## config.mk

```make
export PLATFORM = sky130hd
export DESIGN_NAME = txtc_ctrl
export DESIGN_NICKNAME = d
export VERILOG_FILES = /design/src/rtl/txtc_pkg.sv /design/src/rtl/txtc_ctrl.sv
export SDC_FILE = /design/constraint.sdc
export NUM_CORES = 1
export LEC_CHECK = 0
export ABC_AREA = 0
export BUFFER_PORTS_ARGS = -buffer_cell sky130_fd_sc_hd__buf_2
export CAP_MARGIN = 20
export CORE_AREA = 2 2 39 41
export CTS_BUF_LIST = sky130_fd_sc_hd__clkbuf_16
export DETAILED_ROUTE_END_ITERATION = 10
export DIE_AREA = 0 0 41 43
export SLEW_MARGIN = 10
export SYNTH_ARGS = -nofsm -noshare
export SYNTH_HDL_FRONTEND = slang
export SYNTH_SLANG_ARGS = --single-unit
```

## constraint.sdc

```tcl
create_clock -name clk -period 0.98 [get_ports clk]
set_input_delay 0.098 -clock clk [delete_from_list [all_inputs] [get_ports clk]]
set_output_delay 0.098 -clock clk [all_outputs]
set_load 0.02 [all_outputs]
```

## src/rtl/txtc_pkg.sv

```systemverilog
`timescale 1ns / 1ps
`default_nettype none
// ----------------------------------------------------------------------------
// txtc_pkg: shared types and constants of the text console writer
// Holds the item and result word layouts, the controller state encoding,
// the command and status groups between controller and datapath, and the
// configuration register indexes.
// ----------------------------------------------------------------------------
package txtc_pkg;

  // Fixed field widths of the item and result words.
  localparam int CHAR_W      = 8;
  localparam int ROW_FIELD_W = 5;
  localparam int COL_FIELD_W = 7;
  localparam int COLOR_W     = 4;
  localparam int CELL_W      = 16;

  // Item commands.
  localparam logic CMD_PUT  = 1'b0;
  localparam logic CMD_READ = 1'b1;

  // Configuration register indexes and reset values.
  localparam int CFG_INDEX_W = 1;
  localparam logic [CFG_INDEX_W-1:0] CFG_FORE = 1'd0;
  localparam logic [CFG_INDEX_W-1:0] CFG_BACK = 1'd1;
  localparam logic [COLOR_W-1:0] FORE_RESET = 4'd7;
  localparam logic [COLOR_W-1:0] BACK_RESET = 4'd0;

  // Input item word.
  typedef struct packed {
    logic                   command;
    logic [CHAR_W-1:0]      char_code;
    logic [ROW_FIELD_W-1:0] read_row;
    logic [COL_FIELD_W-1:0] read_column;
  } item_t;

  // Result word.
  typedef struct packed {
    logic [CELL_W-1:0]      cell_value;
    logic [ROW_FIELD_W-1:0] cursor_row;
    logic [COL_FIELD_W-1:0] cursor_column;
    logic                   scrolled;
  } result_t;

  // Controller states.
  typedef enum logic [1:0] {
    ST_CLEAR,
    ST_IDLE,
    ST_READ,
    ST_SCROLL
  } state_t;

  // Commands from the controller to the datapath.
  typedef struct packed {
    logic clear_en;
    logic put_en;
    logic read_en;
    logic read_load;
    logic scroll_start;
    logic scroll_en;
  } cmd_t;

  // Status from the datapath to the controller.
  typedef struct packed {
    logic clear_last;
    logic scroll_last;
    logic put_scrolls;
    logic item_is_read;
    logic out_busy;
  } stat_t;

endpackage
`default_nettype wire

```

## src/rtl/txtc_ctrl.sv

```systemverilog
`timescale 1ns / 1ps
`default_nettype none
// ----------------------------------------------------------------------------
// txtc_ctrl: sequencing controller of the text console writer
// Runs the clearing sweep after reset, takes items, waits out reads, and
// holds off items while a scroll copies the rows up.
// ----------------------------------------------------------------------------
module txtc_ctrl (
  input  wire logic            clk,
  input  wire logic            rst,
  input  wire logic            item_valid,
  output logic                 item_stall,
  output txtc_pkg::cmd_t       cmd,
  input  wire txtc_pkg::stat_t stat
);

  txtc_pkg::state_t state;
  txtc_pkg::state_t state_next;

  // State register.
  always_ff @(posedge clk) begin
    if (rst) begin
      state <= txtc_pkg::ST_CLEAR;
    end else begin
      state <= state_next;
    end
  end

  // Next state and commands.
  always_comb begin
    state_next = state;
    cmd        = '0;
    item_stall = 1'b1;
    case (state)
      txtc_pkg::ST_CLEAR: begin
        cmd.clear_en = 1'b1;
        if (stat.clear_last) begin
          state_next = txtc_pkg::ST_IDLE;
        end
      end
      txtc_pkg::ST_IDLE: begin
        item_stall = stat.out_busy;
        if (item_valid && !stat.out_busy) begin
          if (stat.item_is_read) begin
            cmd.read_en = 1'b1;
            state_next  = txtc_pkg::ST_READ;
          end else begin
            cmd.put_en = 1'b1;
            if (stat.put_scrolls) begin
              cmd.scroll_start = 1'b1;
              state_next       = txtc_pkg::ST_SCROLL;
            end
          end
        end
      end
      txtc_pkg::ST_READ: begin
        if (!stat.out_busy) begin
          cmd.read_load = 1'b1;
          state_next    = txtc_pkg::ST_IDLE;
        end
      end
      txtc_pkg::ST_SCROLL: begin
        cmd.scroll_en = 1'b1;
        if (stat.scroll_last) begin
          state_next = txtc_pkg::ST_IDLE;
        end
      end
      default: begin
        state_next = txtc_pkg::ST_CLEAR;
      end
    endcase
  end

  // A put that runs off the last row is followed by the scroll copy.
  a_scroll_follows: assert property (@(posedge clk) disable iff (rst)
    (cmd.put_en && stat.put_scrolls) |=> (state == txtc_pkg::ST_SCROLL))
    else $error("scrolling put not followed by the row copy");

  // The read wait state is entered only from an issued read.
  a_read_entry: assert property (@(posedge clk) disable iff (rst)
    ((state == txtc_pkg::ST_READ) && !$past(state == txtc_pkg::ST_READ))
      |-> $past(cmd.read_en))
    else $error("read wait entered without a read");

  // The clearing sweep ends only at its last address.
  a_clear_exit: assert property (@(posedge clk) disable iff (rst)
    ($past(state == txtc_pkg::ST_CLEAR) && (state != txtc_pkg::ST_CLEAR))
      |-> $past(stat.clear_last))
    else $error("clearing sweep left early");

endmodule
`default_nettype wire

```

After elaboration in Yosys (flattened, before gate mapping)
Cells that the tools add are included.
{"block": "word_totals", "ff_bits": 2, "in_bits": 8, "out_inout_bits": 7, "wordCells": 33}
{"block": "classes", "n_eq_ne": 8, "muxes": 20, "n_reduce_logical": 4}
{"op": "2-to-1 mux 2 bit", "count": 8}
{"op": "2-to-1 mux 1 bit", "count": 11}
{"op": "!= test 2 bit (second input constant)", "count": 4}
{"op": "one-hot mux 2 bit (4 select lines)", "count": 1}
{"op": "AND reduction 5 bit", "count": 1}
{"op": "equality test 2 bit (second input constant)", "count": 2}
{"op": "!= test 3 bit (second input constant)", "count": 1}
{"op": "equality test 2 x 1 -> 1 bit (second input constant)", "count": 1}
{"op": "zero test 2 bit", "count": 1}
{"op": "logical AND 1 bit", "count": 1}
{"op": "zero test 1 bit", "count": 1}

Logic depth before layout (Yosys ltp)
Gate-level depths: netlist of the first run.
{"block": "logic_depth", "depth_word": 4, "ltp_mapped": 4, "depth_no_buf": 3}

Worst setup path after synthesis of the first run
No wires, ideal clock.
{"block": "synth_path", "kind": "register to output", "start": "register state[1]", "end": "output cmd[1] (netlist name)", "arrival_ps": 1069, "slack_ps": -187, "stages_incl_launch_ff": 4, "path_cell_list": "dfxtp_1 > nor2_2 > and4b_1 > and2_1"}
{"item": "start: declaration", "line_no": "txtc_ctrl.sv:17", "rtl": "txtc_pkg::state_t state;"}
{"item": "start signal: assignment", "line_no": "txtc_ctrl.sv:23", "rtl": "state <= txtc_pkg::ST_CLEAR;"}
{"item": "start signal: assignment", "line_no": "txtc_ctrl.sv:25", "rtl": "state <= state_next;"}
{"item": "end: declaration", "line_no": "txtc_ctrl.sv:13", "rtl": "output txtc_pkg::cmd_t cmd,"}

==> reports/qor.yml, run 1 <==
clock_network:
  cts_buffer_depth: 2
  worstSkewPairLatency_ns: 0.22
  root_buffer: "clkbuf_16"
  cts_made_buffers: 3
  tritoncts: "done"
  htree_levels: 1
  hold_buffers: 0
  clk_pin_slew_worst_paths_ns: 0.03
  cts.sinks: 2
die:
  row_count: 14
  die_x_um: 41
  pin_count: 15
  die_area_um2: 1760
  die_h_um: 43
  start_util: 0.112
  core_area_um2: 1380
routing:
  drc: 0
  wl_per_cell_um: 10.3
  vias: 235
  met3_length_um: 33
  drt_first_pass_iters: 1
  drtIter0Drc: 0
  avgViaCountPerCell: 3.92
  met1_length_um: 211
  ant_nets: 0
  routed_wl_um: 617
  routed.top_layer: "met4"
  wl_met2_um: 349
cells_and_area:
  drive_above_1_share: 0.932
  multi_input_area_um2: 160
  top_regs: "state (2)"
  area_growth_pct: 215
  regArea_um2: 45.0
  fin_area_um2: 489
  layout.nets: 54
  largest_register: "state"
  n_antenna_cell: 0
  instances_no_fill: 60
  largest_register_ffs: 2
  nFillCells: 150
sta:
  finalSetupViolCount: 8
  finalMaxSlewViolations: 0
  timing.fmax_mhz: 809
  finalCriticalPeriod_ns: 1.24
  rsz0062_at_grt: "yes"
  setup_slack_ns: -0.257
  timing.final.crit_share: 1.26
  tightest_slew_ns: 0.194
  hold_viol: 0
  final.setup_skew_ns: 0.00111
  relSlewSlack: 0.870
  fin_hold_ws_ns: 0.0519
worst_setup_path:
  start_kind: "flip-flop"
  critical_path_class: "flip-flop to output port"
  r2r_end: "state[1]"
  cp-end-kind: "output port"
  cp.arrival_ns: 1.14
  path_max_fanout: 4
  reg2reg_depth: 6
  cp.required_ns: 0.88
  rrSetupSlack_ns: -0.07
  r2r-start: "state[1]"
logic_synthesis:
  ys_ff_latch: 2
  yosysTopAreaCell: "dfxtp_1"
  netlist_top_cells_count: "and2_1, dfxtp_1, nand2_1, nor2b_1"
  synthTopCellsByArea: "dfxtp_1, and2_1, nor2b_1"
  syn_area_per_cell_um2: 8.17
  yosysTopAreaCellShare: 0.258
  synth_fa_ha_area_frac: 0
  synth_warnings: 0
  post_synth_instance_area_um2: 155
  synth_xor_area_frac: 0
  synth_compound_area_frac: 0.137
  synth.distinct_cells: 15
  synth_edf_count: 0
  synthMuxAreaShare: 0
  ys_seq_area_frac: 0.258
  syn-num-nets: 27
  synth_flop_cell: "dfxtp_1"
  synthCells: 19
  synth_top_family_by_area: "simple AND/OR/NAND/NOR gates"
  synthArstFlopShare: 0
  synth_simple_gate_area_share: 0.573
flow_run:
  drv_cap: 0
global_routing:
  grt_pass1_wl_um: 924
  overflow: 0
  grt_use_total: 0.0822
  grt_max_degree: 7
  grt_pass1_vias: 228
  antenna_found_initial: 0
worst_hold_path:
  hold_end: "state[1]"
  worstHoldStart: "rst"
  hold_class: "input pin to flip-flop"
  min_path_cells: 2
place:
  place_ws_ns: -0.0488
  place_area_um2: 280
  port_buffers: 14
  place_inst: 52
  place_congestion: 0.703
pwr:
  switchingPower_uw: 173
  power_uw: 858
  p_comb_frac: 0.165
  p_leak_nw: 0.221
  switching_share: 0.201
  pwr-share-seq: 0.107
  p_clk_frac: 0.727
  ir_drop_v: 0.000881
  p_int_uw: 685
  power_density_nw_per_um2: 1750
outcome:
  violations: "negative setup slack"
  status: "finished, violations left"
## cells by family after synthesis
family / Yosys count
simple gates: 13
compound gates: 3
flops: 2
buf+inv: 1
## per-layer routing
metal	global-route usage	up-vias
met5	0	-
met4	0.0800	0
met3	0.0157	2
met2	0.131	11
met1	0.0799	103
li1	-	119
## cells in the final DEF (no fill, tap or decap), types with 2 or more instances in the layout
master     instances
buf_4              7
clkbuf_16          3
and2_4             2
nor2_4             2
buf_6              9
buf_2              7
nor3_2             2
## power groups by stage
stage | combinational (mW) | sequential (mW) | clock (mW)
detailed placement | 0.0894 | 0.0935 | 0
global placement | 0.0890 | 0.0934 | 0
CTS | 0.122 | 0.0919 | 0.633
floorplan | 0.0486 | 0.0905 | 0
global route | 0.151 | 0.0931 | 0.639
finish | 0.142 | 0.0922 | 0.624
## worst max-delay path by stage
stage                         from      to  slack, ns  cells past startpoint
after floorplan           state[1]  cmd[1]      -0.04                      3
after global placement    state[1]  cmd[1]      -0.03                      4
after detailed placement  state[1]  cmd[1]      -0.05                      4
after CTS                 state[1]  cmd[1]      -0.25                      4
after global routing      state[1]  cmd[1]      -0.29                      4
final                     state[1]  cmd[1]      -0.26                      4
## final cells by class
type	instances	area share
Timing Repair Buffer	23	0.386
Multi-Input combinational cell	16	0.327
Clock buffer	3	0.153
Sequential cell	2	0.0921
Tap cell	16	0.0409
## metrics by stage
| stage | utilization | TNS [ns] |
|---|---|---|
| 2_1_floorplan | - | -0.0435 |
| 3_3_place_gp | 0.203 | -0.0375 |
| 3_5_place_dp | 0.203 | -0.0664 |
| 4_1_cts | 0.322 | -1.17 |
| 5_1_grt | 0.354 | -1.44 |
| 6_report | 0.354 | -1.17 |
## critical path, stage by stage (launching register included)
cell	delay, ns
dfxtp_4	0.35
nor2_4	0.09
and4b_2	0.23
and2_4	0.14
buf_6	0.10
## what timing repair did
action,4_1_cts,5_1_grt
gates cloned,0,0
setup endpoints to repair,8,9
buffers inserted,4,3
pin swaps,3,2
resized for setup,21,7
Power figures use the tool's default switching activity.
==> run 2, diff against run 1 <==
--- a/config.mk
+++ b/config.mk
@@ -6,7 +6,7 @@
 export NUM_CORES = 1
 export LEC_CHECK = 0
 export ABC_AREA = 0
-export BUFFER_PORTS_ARGS = -buffer_cell sky130_fd_sc_hd__buf_2
+export BUFFER_PORTS_ARGS = -buffer_cell sky130_fd_sc_hd__clkbuf_2
 export CAP_MARGIN = 20
 export CORE_AREA = 2 2 39 41
 export CTS_BUF_LIST = sky130_fd_sc_hd__clkbuf_16
==> run 2 against run 1 <==
The flow still finishes with violations (negative setup slack); cell count is 1.7% lower; sequential power is 2% lower; worst hold slack better by 0.0078 ns; first-iteration DRC count is 4 higher; largest cell class unchanged; highest routed layer is now met3.
==> reports/qor.yml, run 2 (same netlist as run 1, synthesis figures left out) <==
place:
  place_congestion: 0.654  # was 0.703
  place_inst: 52  # unchanged
  place_area_um2: 280  # unchanged
  port_buffers: 14  # unchanged
global_routing:
  grt_use_total: 0.0821  # was 0.0822
  grt_pass1_wl_um: 917  # was 924 um
  overflow: 0  # unchanged
  grt_max_degree: 7  # unchanged
  antenna_found_initial: 0  # unchanged
  grt_pass1_vias: 232  # was 228
sta:
  final.setup_skew_ns: 0.00371  # was 0.00111 ns
  finalMaxSlewViolations: 0  # unchanged
  hold_viol: 0  # unchanged
  rsz0062_at_grt: "yes"  # unchanged
  setup_tns_ns: -1.35  # was -1.17 ns
  setup_slack_ns: -0.269  # was -0.257 ns
  relSlewSlack: 0.885  # was 0.870
  finalSetupViolCount: 7  # was 8
  finalCriticalPeriod_ns: 1.25  # was 1.24 ns
  tightest_slew_ns: 0.173  # was 0.194 ns
  timing.fmax_mhz: 800  # was 809 MHz
  timing.final.crit_share: 1.27  # was 1.26
cells_and_area:
  largest_register_ffs: 2  # unchanged
  layout.nets: 53  # was 54
  n_antenna_cell: 0  # unchanged
  fin_area_um2: 467  # was 489 um^2
  largest_register: "state"  # unchanged
  instances_no_fill: 59  # was 60
  top_regs: "state (2)"  # unchanged
  drive_above_1_share: 0.860  # was 0.932
  final_cell_mix: "clkbuf_2, buf_4, buf_8, clkbuf_16, buf_6"  # was buf_6, buf_2, buf_4, clkbuf_16
  area_growth_pct: 201  # was 215%
  postLayoutCoreUtil: 0.337  # was 0.354
routing:
  routed_wl_um: 571  # was 617 um
  avgViaCountPerCell: 3.88  # was 3.92
  vias: 229  # was 235
  ant_nets: 0  # unchanged
  drc: 0  # unchanged
  drtIter0Drc: 4  # was 0
  drt_first_pass_iters: 2  # was 1
  wl_per_cell_um: 9.68  # was 10.3 um
worst_setup_path:
  start_kind: "flip-flop"  # unchanged
  worst-path-buf-inv: 1  # unchanged
  worstPathCellList: "nor2_4, and4b_2, and2_4, buf_8"  # was nor2_4, and4b_2, and2_4, buf_6
  critical_path_class: "flip-flop to output port"  # unchanged
  path_max_fanout: 3  # was 4
  cpMaxStageDelayCell: "dfxtp_4"  # unchanged
  cp.required_ns: 0.88  # about the same
  slowest_delay_ns: 0.35  # about the same
  cp_top_family: "simple AND/OR/NAND/NOR gates"  # unchanged
  cp.arrival_ns: 1.15  # was 1.14 ns
  cp-end-kind: "output port"  # unchanged
outcome:
  status: "finished, violations left"  # unchanged
  violations: "negative setup slack"  # unchanged
pwr:
  power_density_nw_per_um2: 1780  # was 1750 nW/um^2
  p_leak_nw: 0.220  # was 0.221 nW
  ir_drop_v: 0.000493  # was 0.000881 V
clock_network:
  cts.sinks: 2  # unchanged
  root_buffer: "clkbuf_16"  # unchanged
  worstSkewPairLatency_ns: 0.22  # about the same
  clk_pin_slew_worst_paths_ns: 0.03  # about the same
  htree_levels: 1  # unchanged
  cts_buffer_depth: 2  # unchanged
  tritoncts: "done"  # unchanged
  cts_made_buffers: 3  # unchanged
  hold_buffers: 0  # unchanged
die:
  die_area_um2: 1760  # unchanged
  die_h_um: 43  # unchanged
  start_util: 0.112  # unchanged
  core_area_um2: 1380  # unchanged
  pin_count: 15  # unchanged
  die_x_um: 41  # unchanged
  row_count: 14  # unchanged
worst_hold_path:
  hold_class: "input pin to flip-flop"  # unchanged
flow_run:
  drv_cap: 0  # unchanged
==> run 2: cell types whose count changed in the layout (fill, tap and decap cells not counted), sizes merged <==
cell,before,now
buf,23,14
clkbuf,3,11
==> run 2: cell type report <==
type	instances	area, um^2
fill	154	917
timing repair buffer	22	189
multi-input combinational	16	139
clock buffer	3	75.1
sequential	2	43.8
tap	16	20.0
==> run 2: worst register-to-register path: cells and delay by family (launching register included) <==
family,cells,cell delay (ns)
flip-flops,1,0.35
AND/OR/NAND/NOR,1,0.12
buffers and inverters,2,0.20
AO/OA/AOI/OAI,2,0.24
==> run 2: routing by layer <==
layer  GRT usage  part of all wire  vias to the layer above
li1            -                 -                      118
met1      0.0796              0.38                      100
met2       0.131              0.56                       11
met3      0.0314             0.058                        0
met4      0.0600                 0                        0
met5           0                 0                        -
==> run 2: final timing paths <==
kind                                from       end  slack, ns  cells past startpoint
worst min-delay path                 rst  state[1]       0.06                      2
worst max register to register  state[1]  state[1]          0                      5
worst max-delay path            state[1]    cmd[1]      -0.27                      4
worst min register to register  state[0]  state[1]       0.65                      3
==> run 2: power by group <==
group | internal, mW | switching (mW) | total, mW
logic | 0.0727 | 0.0546 | 0.127
registers | 0.0851 | 0.00547 | 0.0906
clock network | 0.519 | 0.0942 | 0.613
total | 0.677 | 0.154 | 0.831
==> run 2: stage by stage <==
| stage | hold slack [ns] | setup WS [ns] | total power [mW] |
|---|---|---|---|
| 5_1_grt | 0.0663 | -0.310 | 0.865 |
| 3_5_place_dp | 0.287 | -0.0662 | 0.183 |
| 2_1_floorplan | 0.160 | -0.0435 | 0.139 |
| 6_report | 0.0597 | -0.269 | 0.831 |
| 4_1_cts | 0.0591 | -0.263 | 0.824 |
| 3_3_place_gp | 0.283 | -0.0555 | 0.181 |
==> run 2: what timing repair did <==
item                                    4_1_cts  5_1_grt
pin swaps                                     3        3
resized for setup                            13       14
endpoints found under the setup margin        7        9
buffers inserted                              4        1
endpoints found under the hold margin         0        0
